`src/sv/drive_command_safety_gate_assert.svh`:
```
// Assertion macros shared by the drive command safety gate RTL.
// Needs a clock named i_clk and an active-low reset named i_rst_n in scope.
`ifndef DRIVE_COMMAND_SAFETY_GATE_ASSERT_SVH
`define DRIVE_COMMAND_SAFETY_GATE_ASSERT_SVH

// Same-cycle implication, checked at every rising edge outside reset.
`define DCSG_ASSERT_NOW(label, ante, cons) \
    label: assert property (@(posedge i_clk) disable iff (!i_rst_n) (ante) |-> (cons)) \
        else $error("dcsg assertion failed");

// Next-cycle implication.
`define DCSG_ASSERT_NEXT(label, ante, cons) \
    label: assert property (@(posedge i_clk) disable iff (!i_rst_n) (ante) |=> (cons)) \
        else $error("dcsg assertion failed");

`endif

```
`src/sv/dcsg_pkg.sv`:
```
// Shared types and constants for the drive command safety gate.
// No dependencies; imported by every module of the block.
`default_nettype none

package dcsg_pkg;

    // Request kinds carried on the input tuser.
    typedef enum logic [1:0] {
        CMD_AUTO    = 2'd0,
        CMD_EMG     = 2'd1,
        CMD_TICK    = 2'd2,
        CMD_PUBLISH = 2'd3
    } t_cmd;

    // Where a published command came from.
    typedef enum logic [2:0] {
        KIND_EMG_LABEL     = 3'd0,
        KIND_EMG_DEFAULT   = 3'd1,
        KIND_WDOG_STOP     = 3'd2,
        KIND_AUTO_DISABLED = 3'd3,
        KIND_AUTO_LABEL    = 3'd4,
        KIND_AUTO_DEFAULT  = 3'd5
    } t_kind;

    // Configuration register indexes.
    localparam logic [2:0] REG_WATCHDOG    = 3'd0;
    localparam logic [2:0] REG_EMG_TIMEOUT = 3'd1;
    localparam logic [2:0] REG_MAX_VX      = 3'd2;
    localparam logic [2:0] REG_MAX_VY      = 3'd3;
    localparam logic [2:0] REG_MAX_WZ      = 3'd4;
    localparam logic [2:0] REG_SLEW_VX     = 3'd5;
    localparam logic [2:0] REG_SLEW_VY     = 3'd6;
    localparam logic [2:0] REG_SLEW_WZ     = 3'd7;

    localparam logic [15:0] RST_WATCHDOG    = 16'd200;
    localparam logic [15:0] RST_EMG_TIMEOUT = 16'd300;
    localparam logic [14:0] RST_MAX_V       = 15'd2458;
    localparam logic [14:0] RST_MAX_WZ      = 15'd6554;
    localparam logic [15:0] RST_SLEW_V      = 16'd131;
    localparam logic [15:0] RST_SLEW_WZ     = 16'd262;

    localparam logic [16:0] AGE_MAX = 17'h1FFFF;
    localparam logic [15:0] PUB_MAX = 16'hFFFF;

    // Decision inputs from the command store to the output select.
    typedef struct packed {
        logic        emg_fresh;
        logic        auto_live;
        logic        auto_en;
        logic        auto_lbl;
        logic        emg_en;
        logic        emg_lbl;
        logic [15:0] dt;
    } t_status;

endpackage

`default_nettype wire

```
`src/sv/dcsg_axis.sv`:
```
// One gate axis: clamp of both commands (emergency per EMG_CLAMP_EN), auto slew.
// Depends on dcsg_pkg.
`default_nettype none

module dcsg_axis
    import dcsg_pkg::*;
#(
    parameter int EMG_CLAMP_EN = 1
) (
    input  wire logic signed [15:0] i_emg_v,
    input  wire logic signed [15:0] i_auto_v,
    input  wire logic signed [15:0] i_prev_v,
    input  wire logic        [14:0] i_lim,
    input  wire logic        [15:0] i_rate,
    input  wire logic        [15:0] i_dt,
    output logic signed      [15:0] o_emg_v,
    output logic signed      [15:0] o_auto_v
);

    function automatic logic signed [15:0] f_clamp(logic signed [15:0] v, logic [14:0] l);
        logic signed [16:0] vs;
        logic signed [16:0] ls;
        logic signed [16:0] nl;
        vs = {v[15], v};
        ls = {2'b00, l};
        nl = -ls;
        if (vs > ls) begin
            return ls[15:0];
        end else if (vs < nl) begin
            return nl[15:0];
        end
        return v;
    endfunction

    logic signed [15:0] clamped;
    logic        [31:0] prod;
    logic        [27:0] step;
    logic signed [16:0] diff;
    logic signed [29:0] diff_w;
    logic signed [29:0] step_p;
    logic signed [29:0] step_n;

    assign o_emg_v = (EMG_CLAMP_EN != 0) ? f_clamp(i_emg_v, i_lim) : i_emg_v;
    assign clamped = f_clamp(i_auto_v, i_lim);

    // Step in Q3.12 units: rate is 2^-16 per ms, so drop four bits.
    assign prod   = {16'd0, i_rate} * {16'd0, i_dt};
    assign step   = prod[31:4];
    assign diff   = {clamped[15], clamped} - {i_prev_v[15], i_prev_v};
    assign diff_w = {{13{diff[16]}}, diff};
    assign step_p = {2'b00, step};
    assign step_n = -step_p;

    always_comb begin
        if (i_rate == 16'd0) begin
            o_auto_v = clamped;
        end else if (diff_w > step_p) begin
            // Result lies between prev and target, so the low half is exact.
            o_auto_v = i_prev_v + $signed(step[15:0]);
        end else if (diff_w < step_n) begin
            o_auto_v = i_prev_v - $signed(step[15:0]);
        end else begin
            o_auto_v = clamped;
        end
    end

endmodule

`default_nettype wire

```
`src/sv/dcsg_state.sv`:
```
// Command store of the safety gate: latched commands, ages and publish interval.
// Depends on dcsg_pkg.
`default_nettype none

module dcsg_state
    import dcsg_pkg::*;
(
    input  wire logic               i_clk,
    input  wire logic               i_rst_n,
    input  wire logic               i_fire,
    input  wire t_cmd               i_cmd,
    input  wire logic signed [15:0] i_vx,
    input  wire logic signed [15:0] i_vy,
    input  wire logic signed [15:0] i_wz,
    input  wire logic               i_enable,
    input  wire logic               i_label,
    input  wire logic        [15:0] i_watchdog_ms,
    input  wire logic        [15:0] i_emg_timeout_ms,
    output logic signed      [15:0] o_auto_vx,
    output logic signed      [15:0] o_auto_vy,
    output logic signed      [15:0] o_auto_wz,
    output logic signed      [15:0] o_emg_vx,
    output logic signed      [15:0] o_emg_vy,
    output logic signed      [15:0] o_emg_wz,
    output t_status                 o_status
);

    logic signed [15:0] r_auto_vx, r_auto_vy, r_auto_wz;
    logic signed [15:0] r_emg_vx, r_emg_vy, r_emg_wz;
    logic        [1:0]  r_auto_flags, r_emg_flags;
    logic               r_emg_seen;
    logic        [16:0] r_auto_age, r_emg_age;
    logic        [15:0] r_ms_pub;

    always_ff @(posedge i_clk) begin
        if (!i_rst_n) begin
            r_auto_vx    <= '0;
            r_auto_vy    <= '0;
            r_auto_wz    <= '0;
            r_emg_vx     <= '0;
            r_emg_vy     <= '0;
            r_emg_wz     <= '0;
            r_auto_flags <= '0;
            r_emg_flags  <= '0;
            r_emg_seen   <= 1'b0;
            r_auto_age   <= '0;
            r_emg_age    <= '0;
            r_ms_pub     <= '0;
        end else if (i_fire) begin
            case (i_cmd)
                CMD_AUTO: begin
                    r_auto_vx    <= i_vx;
                    r_auto_vy    <= i_vy;
                    r_auto_wz    <= i_wz;
                    r_auto_flags <= {i_label, i_enable};
                    r_auto_age   <= '0;
                end
                CMD_EMG: begin
                    r_emg_vx    <= i_vx;
                    r_emg_vy    <= i_vy;
                    r_emg_wz    <= i_wz;
                    r_emg_flags <= {i_label, i_enable};
                    r_emg_seen  <= 1'b1;
                    r_emg_age   <= '0;
                end
                CMD_TICK: begin
                    // Saturate all counters.
                    if (r_auto_age != AGE_MAX) r_auto_age <= r_auto_age + 17'd1;
                    if (r_emg_age != AGE_MAX)  r_emg_age  <= r_emg_age + 17'd1;
                    if (r_ms_pub != PUB_MAX)   r_ms_pub   <= r_ms_pub + 16'd1;
                end
                CMD_PUBLISH: begin
                    r_ms_pub <= '0;
                end
                default: begin
                end
            endcase
        end
    end

    assign o_auto_vx = r_auto_vx;
    assign o_auto_vy = r_auto_vy;
    assign o_auto_wz = r_auto_wz;
    assign o_emg_vx  = r_emg_vx;
    assign o_emg_vy  = r_emg_vy;
    assign o_emg_wz  = r_emg_wz;

    always_comb begin
        o_status.emg_fresh = r_emg_seen && (r_emg_age <= {1'b0, i_emg_timeout_ms});
        o_status.auto_live = (r_auto_age <= {1'b0, i_watchdog_ms});
        o_status.auto_en   = r_auto_flags[0];
        o_status.auto_lbl  = r_auto_flags[1];
        o_status.emg_en    = r_emg_flags[0];
        o_status.emg_lbl   = r_emg_flags[1];
        o_status.dt        = (r_ms_pub == 16'd0) ? 16'd1 : r_ms_pub;
    end

endmodule

`default_nettype wire

```
`src/sv/drive_command_safety_gate.sv`:
```
// Top level of the three-axis drive command safety gate.
// Depends on dcsg_pkg, dcsg_state, dcsg_axis and drive_command_safety_gate_assert.svh.
//
// The gate takes one request per clock while tready is high: store an
// automatic command, store an emergency command, advance time by one
// millisecond, or publish. Every request is registered on acceptance and
// handled in a single pass from the input register: a publish result is
// loaded into the result register when its pass fires and is offered on the
// master side from there; the other requests give no result. Throughput is
// one request per cycle while tready is high, set by that one registered
// pass, which holds the clamp, the 16x16 slew multiply and its compare for
// each axis. The slave side drops tready only while a publish sits in the
// input register and the result register still holds an untaken result.
// Write configuration only while the gate is idle. On publish a fresh
// emergency command wins (clamped when EMG_CLAMP_EN is 1); otherwise a stale
// automatic command gives a zeroed watchdog stop, and a live one is clamped,
// slewed from the last published value and zeroed when disabled.
`default_nettype none

module drive_command_safety_gate
    import dcsg_pkg::*;
#(
    parameter int EMG_CLAMP_EN = 1
) (
    input  wire logic        i_clk,
    input  wire logic        i_rst_n,
    // Request stream.
    input  wire logic        i_s_tvalid,
    output logic             o_s_tready,
    input  wire logic [55:0] i_s_tdata,   // vx_in[15:0], vy_in[31:16], wz_in[47:32],
                                          // enable_in[48], has_label[49], zero[55:50]
    input  wire logic [1:0]  i_s_tuser,   // cmd[1:0]
    // Result stream.
    output logic             o_m_tvalid,
    input  wire logic        i_m_tready,
    output logic      [55:0] o_m_tdata,   // enable_out[0], vx_out[16:1], vy_out[32:17],
                                          // wz_out[48:33], zero[55:49]
    output logic      [2:0]  o_m_tuser,   // source_kind[2:0]
    // Configuration writes.
    input  wire logic        i_cfg_we,
    input  wire logic [2:0]  i_cfg_addr,
    input  wire logic [15:0] i_cfg_wdata
);

    `include "drive_command_safety_gate_assert.svh"

    // Configuration registers.
    logic [15:0] r_watchdog_ms, r_emg_timeout_ms;
    logic [14:0] r_max_vx, r_max_vy, r_max_wz;
    logic [15:0] r_slew_vx, r_slew_vy, r_slew_wz;

    always_ff @(posedge i_clk) begin
        if (!i_rst_n) begin
            r_watchdog_ms    <= RST_WATCHDOG;
            r_emg_timeout_ms <= RST_EMG_TIMEOUT;
            r_max_vx         <= RST_MAX_V;
            r_max_vy         <= RST_MAX_V;
            r_max_wz         <= RST_MAX_WZ;
            r_slew_vx        <= RST_SLEW_V;
            r_slew_vy        <= RST_SLEW_V;
            r_slew_wz        <= RST_SLEW_WZ;
        end else if (i_cfg_we) begin
            case (i_cfg_addr)
                REG_WATCHDOG:    r_watchdog_ms    <= i_cfg_wdata;
                REG_EMG_TIMEOUT: r_emg_timeout_ms <= i_cfg_wdata;
                REG_MAX_VX:      r_max_vx         <= i_cfg_wdata[14:0];
                REG_MAX_VY:      r_max_vy         <= i_cfg_wdata[14:0];
                REG_MAX_WZ:      r_max_wz         <= i_cfg_wdata[14:0];
                REG_SLEW_VX:     r_slew_vx        <= i_cfg_wdata;
                REG_SLEW_VY:     r_slew_vy        <= i_cfg_wdata;
                REG_SLEW_WZ:     r_slew_wz        <= i_cfg_wdata;
                default: begin
                end
            endcase
        end
    end

    // Input register: one request waiting for its pass.
    logic               r_in_valid;
    t_cmd               r_cmd;
    logic signed [15:0] r_vx, r_vy, r_wz;
    logic               r_enable, r_label;

    // Result register.
    logic               r_out_valid;
    logic               r_out_en;
    logic signed [15:0] r_out_vx, r_out_vy, r_out_wz;
    t_kind              r_out_kind;

    logic advance;
    logic fire;
    logic publish;

    // Hold only a publish that has nowhere to go.
    assign advance    = !(r_cmd == CMD_PUBLISH && r_out_valid && !i_m_tready);
    assign fire       = r_in_valid && advance;
    assign publish    = fire && (r_cmd == CMD_PUBLISH);
    assign o_s_tready = !r_in_valid || advance;

    always_ff @(posedge i_clk) begin
        if (!i_rst_n) begin
            r_in_valid <= 1'b0;
        end else if (o_s_tready) begin
            r_in_valid <= i_s_tvalid;
        end
    end

    always_ff @(posedge i_clk) begin
        if (o_s_tready && i_s_tvalid) begin
            r_cmd    <= t_cmd'(i_s_tuser);
            r_vx     <= i_s_tdata[15:0];
            r_vy     <= i_s_tdata[31:16];
            r_wz     <= i_s_tdata[47:32];
            r_enable <= i_s_tdata[48];
            r_label  <= i_s_tdata[49];
        end
    end

    // Command store.
    logic signed [15:0] auto_vx, auto_vy, auto_wz;
    logic signed [15:0] emg_vx, emg_vy, emg_wz;
    t_status            status;

    dcsg_state u_state (
        .i_clk            (i_clk),
        .i_rst_n          (i_rst_n),
        .i_fire           (fire),
        .i_cmd            (r_cmd),
        .i_vx             (r_vx),
        .i_vy             (r_vy),
        .i_wz             (r_wz),
        .i_enable         (r_enable),
        .i_label          (r_label),
        .i_watchdog_ms    (r_watchdog_ms),
        .i_emg_timeout_ms (r_emg_timeout_ms),
        .o_auto_vx        (auto_vx),
        .o_auto_vy        (auto_vy),
        .o_auto_wz        (auto_wz),
        .o_emg_vx         (emg_vx),
        .o_emg_vy         (emg_vy),
        .o_emg_wz         (emg_wz),
        .o_status         (status)
    );

    // Last published velocities, the slew reference.
    logic signed [15:0] r_prev_vx, r_prev_vy, r_prev_wz;

    logic signed [15:0] emg_cx, emg_cy, emg_cz;
    logic signed [15:0] auto_sx, auto_sy, auto_sz;

    dcsg_axis #(.EMG_CLAMP_EN(EMG_CLAMP_EN)) u_axis_vx (
        .i_emg_v  (emg_vx),
        .i_auto_v (auto_vx),
        .i_prev_v (r_prev_vx),
        .i_lim    (r_max_vx),
        .i_rate   (r_slew_vx),
        .i_dt     (status.dt),
        .o_emg_v  (emg_cx),
        .o_auto_v (auto_sx)
    );

    dcsg_axis #(.EMG_CLAMP_EN(EMG_CLAMP_EN)) u_axis_vy (
        .i_emg_v  (emg_vy),
        .i_auto_v (auto_vy),
        .i_prev_v (r_prev_vy),
        .i_lim    (r_max_vy),
        .i_rate   (r_slew_vy),
        .i_dt     (status.dt),
        .o_emg_v  (emg_cy),
        .o_auto_v (auto_sy)
    );

    dcsg_axis #(.EMG_CLAMP_EN(EMG_CLAMP_EN)) u_axis_wz (
        .i_emg_v  (emg_wz),
        .i_auto_v (auto_wz),
        .i_prev_v (r_prev_wz),
        .i_lim    (r_max_wz),
        .i_rate   (r_slew_wz),
        .i_dt     (status.dt),
        .o_emg_v  (emg_cz),
        .o_auto_v (auto_sz)
    );

    // Pick the source of the published command.
    logic               n_en;
    logic signed [15:0] n_vx, n_vy, n_wz;
    t_kind              n_kind;

    always_comb begin
        n_en   = 1'b0;
        n_vx   = '0;
        n_vy   = '0;
        n_wz   = '0;
        n_kind = KIND_WDOG_STOP;
        if (status.emg_fresh) begin
            // Emergency passes through, also when it is disabled.
            n_en   = status.emg_en;
            n_vx   = emg_cx;
            n_vy   = emg_cy;
            n_wz   = emg_cz;
            n_kind = status.emg_lbl ? KIND_EMG_LABEL : KIND_EMG_DEFAULT;
        end else if (!status.auto_live) begin
            n_kind = KIND_WDOG_STOP;
        end else if (!status.auto_en) begin
            n_kind = KIND_AUTO_DISABLED;
        end else begin
            n_en   = 1'b1;
            n_vx   = auto_sx;
            n_vy   = auto_sy;
            n_wz   = auto_sz;
            n_kind = status.auto_lbl ? KIND_AUTO_LABEL : KIND_AUTO_DEFAULT;
        end
    end

    always_ff @(posedge i_clk) begin
        if (!i_rst_n) begin
            r_prev_vx <= '0;
            r_prev_vy <= '0;
            r_prev_wz <= '0;
        end else if (publish) begin
            r_prev_vx <= n_vx;
            r_prev_vy <= n_vy;
            r_prev_wz <= n_wz;
        end
    end

    always_ff @(posedge i_clk) begin
        if (!i_rst_n) begin
            r_out_valid <= 1'b0;
        end else if (publish) begin
            r_out_valid <= 1'b1;
        end else if (i_m_tready) begin
            r_out_valid <= 1'b0;
        end
    end

    always_ff @(posedge i_clk) begin
        if (publish) begin
            r_out_en   <= n_en;
            r_out_vx   <= n_vx;
            r_out_vy   <= n_vy;
            r_out_wz   <= n_wz;
            r_out_kind <= n_kind;
        end
    end

    assign o_m_tvalid = r_out_valid;
    assign o_m_tdata  = {7'd0, r_out_wz, r_out_vy, r_out_vx, r_out_en};
    assign o_m_tuser  = r_out_kind;

    // A stop result carries no motion.
    `DCSG_ASSERT_NOW(a_stop_zero,
        r_out_valid && (r_out_kind == KIND_WDOG_STOP || r_out_kind == KIND_AUTO_DISABLED),
        !r_out_en && r_out_vx == 16'sd0 && r_out_vy == 16'sd0 && r_out_wz == 16'sd0)
    // The slave side stalls only on a blocked publish.
    `DCSG_ASSERT_NOW(a_stall_cause, !o_s_tready,
        r_in_valid && r_cmd == CMD_PUBLISH && r_out_valid && !i_m_tready)
    // A publish always lands in the result register.
    `DCSG_ASSERT_NEXT(a_publish_lands, publish, r_out_valid)
    // The slew reference follows the published result.
    `DCSG_ASSERT_NEXT(a_prev_tracks, publish,
        r_prev_vx == r_out_vx && r_prev_vy == r_out_vy && r_prev_wz == r_out_wz)

endmodule

`default_nettype wire
```
`config.mk`:
```
export PLATFORM = sky130hd
export DESIGN_NAME = drive_command_safety_gate
export DESIGN_NICKNAME = d
export VERILOG_FILES = /design/src/sv/dcsg_pkg.sv /design/src/sv/dcsg_axis.sv /design/src/sv/dcsg_state.sv /design/src/sv/drive_command_safety_gate.sv
export VERILOG_INCLUDE_DIRS = /design/src /design/src/sv
export SDC_FILE = /design/constraint.sdc
export NUM_CORES = 2
export LEC_CHECK = 0
export ABC_CLOCK_PERIOD_IN_PS = 17100
export BUFFER_PORTS_ARGS = -buffer_cell sky130_fd_sc_hd__buf_2
export CAP_MARGIN = 20
export CORE_MARGIN = 1
export CORE_UTILIZATION = 45
export CTS_CLUSTER_SIZE = 16
export DETAILED_ROUTE_END_ITERATION = 7
export PLACE_DENSITY_LB_ADDON = 0.08
export SLEW_MARGIN = 40
export SYNTH_ARGS = -nofsm -noshare
export SYNTH_HDL_FRONTEND = slang
export SYNTH_SLANG_ARGS = --single-unit
```
`constraint.sdc`:
```
create_clock -name i_clk -period 17.1 [get_ports i_clk]
set_clock_uncertainty 0.05 [all_clocks]
set_input_delay 0 -clock i_clk [delete_from_list [all_inputs] [get_ports i_clk]]
set_output_delay 0 -clock i_clk [all_outputs]
set_load 0.005 [all_outputs]
```
==> results_dict.tcl <==
set metrics [dict create \
    hold_violations 0 \
    vdd_drop_max_uv 84.0 \
    netlist_instances 7601 \
    gp_congestion 0.907 \
    dieHeight_um 375 \
    startpoint "u_state.r_ms_pub[9]$_SDFFE_PN0P_" \
    reg2reg_from "u_state.r_ms_pub[9]$_SDFFE_PN0P_" \
    synth-async-reset-ratio 0 \
    crit_arrival_ps 12650 \
    critPathCaptureType "register" \
    dp_worst_setup_slack_ps 5070 \
    grt_start_max_net_pins 83 \
    fin_nets 9131 \
    cts.path.max_buffers 3 \
    dr.pass1.iters 5 \
    setup_tns_ps 0 \
    post_cts_buffers 0 \
    clk_transition_reported_paths_ps 60 \
    finalSetupViolations 0 \
    outcome "complete, no violations" \
    p_per_area_nw_per_um2 49.2 \
    drt_drc_violations_left 0 \
    synth_edf_count 104 \
    dp_hpwl_mm 145 \
    cts_inserted_buffers 51 \
    die_x_um 375 \
    path_max_fanout 52 \
    ys.flop_type "dfxtp_1" \
    post_synth.cell_area_avg_um2 8.22 \
    num_vias 52598 \
    yosysUniqueCellTypes 105 \
    grt-ovfl-total 0 \
    fill_cells 13324 \
    path_class "reg -> reg" \
    ys_ff_latch 430 \
    ios 143 \
    period_share 0.712 \
    root_buffer "clkbuf_16" \
    die-area_um2 140000 \
    rsz0062_at_grt "no" \
    layout_setup_ws_ps 4920 \
    drv_slew 0 \
    seq_area_frac_synth 0.154 \
    antenna_found_initial 7 \
    p_leak_uw 0.0322 \
    layout-drive-gt1-share 0.0610 \
    min_from "i_s_tdata[29]" \
    hold_path.class "in -> reg" \
    min_to "r_vy[13]$_DFFE_PP_" \
    syn_area_um2 62500 \
    reg_top3 "u_state.r_auto_age: 17 flops, u_state.r_emg_age: 17 flops" \
    cts_sinks 430 \
    timing.fmax_mhz 82.1 \
    core_area_um2 138000 \
    drt-initial-drc-count 3521 \
    worstMarginPinSlew_ps 837 \
    num_rows 136 \
    slew_headroom 0.427 \
    critPathRequiredTime_ps 17570 \
    cts_tree "built" \
    hold_depth 2 \
    cap_violations 0 \
    viasPerCell 5.56 \
    wl_per_cell_um 20.0 \
    period_needed_ps 12180 \
    slowest_delay_ps 580 \
    reg2regPathDepth 40 \
    ys_warn_count 0 \
    path_common_cell "fa_1" \
    regToRegSetupSlack_ps 4920 \
    clock_latency_ps 640 \
    cp-start-kind "register" \
    grt_pass1_vias 52657 \
    cts-htree-levels 2 \
    r2r-end "r_prev_wz[15]$_SDFFE_PN0P_" \
    track_usage 0.270 \
    initial_core_util 0.454 \
    wirelength_mm 189 \
    syn_to_final_growth_pct 8.34 \
    io_buffers 129 \
    cpMaxStageDelayCell "or4_1" \
    detail-route-antenna-nets 0 \
    grt_pass1_wl_mm 302 \
]
critical path, delay by kind of cell (launching register included):
kind | cells | cell delay, ps
fa+ha+maj | 8 | 3830
buf+inv | 6 | 1330
flops | 1 | 310
xor+xnor | 2 | 260
compound gates | 11 | 2840
simple gates | 13 | 3390
worst max-delay path by stage:
stage / endpoint / slack [ps]
after floorplan: r_out_vx[14]$_DFFE_PP_ / 6990
after global placement: r_prev_vx[8]$_SDFFE_PN0P_ / 5120
after detailed placement: r_prev_wz[15]$_SDFFE_PN0P_ / 5070
after CTS: r_prev_wz[15]$_SDFFE_PN0P_ / 5000
after global routing: r_out_vx[5]$_DFFE_PP_ / 4290
final: r_prev_wz[15]$_SDFFE_PN0P_ / 4920
kinds of logic after synthesis:
family                   Yosys count  synth area share
AO/OA/AOI/OAI                   1467             0.159
AND/OR/NAND/NOR                 2475             0.188
multiplexers                      94            0.0154
other                              1         0.0000600
buffers and inverters           1433            0.0878
flip-flops                       430             0.154
XOR/XNOR                         268            0.0375
adder cells (fa/ha/maj)         1433             0.358
area by class of cell:
class,count,area [um^2],area share
diodes,3,7.51,0.000111
clock buffers,64,1420,0.0209
clock inverters,32,335,0.00495
inverters,1051,3950,0.0583
multi-input cells,5744,47600,0.703
flip-flops and latches,430,9670,0.143
well taps,1794,2240,0.0331
repair buffers,338,2510,0.0371
metal layers:
| metal | up-vias | routed length [um] | part of all wire | global-route usage |
|---|---|---|---|---|
| li1 | 25320 | - | - | - |
| met1 | 25848 | 91300 | 0.48 | 0.393 |
| met2 | 1203 | 84500 | 0.45 | 0.434 |
| met3 | 221 | 7930 | 0.042 | 0.0189 |
| met4 | 6 | 5090 | 0.027 | 0.0669 |
| met5 | - | 37 | 0.00020 | 0 |
Yosys cell counts (51+ instances only):
library cell / number / area [um^2]
nand2_1: 1159 / 4350
inv_1: 1051 / 3950
ha_1: 842 / 10500
fa_1: 591 / 11800
and2_1: 338 / 2110
clkbuf_1: 328 / 1230
dfxtp_1: 326 / 6530
nor2_1: 316 / 1190
a21oi_1: 304 / 1520
o21ai_0: 274 / 1370
a21boi_0: 219 / 1640
xnor2_1: 199 / 1740
a21o_1: 126 / 946
nand3_1: 117 / 586
edfxtp_1: 104 / 3120
nor3_1: 95 / 475
nand4_1: 84 / 526
o21a_1: 78 / 586
mux2i_1: 77 / 771
nor2b_1: 75 / 469
xor2_1: 69 / 604
or3_1: 63 / 394
o211ai_1: 59 / 443
and3_1: 51 / 319
where the power goes:
part / leakage [uW] / total (uW) / switching, uW / internal [uW]
logic: 0.0276 / 1080 / 658 / 423
registers: 0.00366 / 1100 / 32.7 / 1070
clock network: 0.000864 / 1150 / 498 / 655
total: 0.0322 / 3330 / 1190 / 2140
metrics by stage:
step / power (uW) / area, um^2 / hold slack (ps) / utilization / std cells
after detailed placement: 2160 / 64800 / 128 / 0.471 / 9242
after CTS: 3350 / 67700 / 0.185 / 0.492 / 9453
final: 3330 / 67700 / 31.0 / 0.492 / 9456
after floorplan: 1860 / 62500 / 48.9 / - / 7607
after global placement: 2140 / 64700 / 127 / 0.470 / 9241
after global routing: 3520 / 67700 / 20.9 / 0.492 / 9454
what timing repair did:
item,4_1_cts,5_1_grt
hold buffers,115,0
gates resized for setup,0,0
endpoints found under the hold margin,210,0
layout by cell type, fill, tap and decap left out, types with 76 or more instances in the layout:
master         synthesis  layout
mux2i_1               77      76
nand4_1               84      84
dlygate4sd3_1          0     115
o21a_1                78      78
and2_1               338     337
inv_1               1051    1050
fa_1                 591     591
edfxtp_1             104     104
o21ai_0              274     272
nand2_1             1159    1158
a21o_1               126     126
buf_2                 11     128
nand3_1              117     115
xnor2_1              199     196
buf_4                 23      93
a21oi_1              304     300
a21boi_0             219     219
nor3_1                95      93
nor2_1               316     310
dfxtp_1              326     307
ha_1                 842     842
No activity file was read; power rests on OpenSTA's default activity.
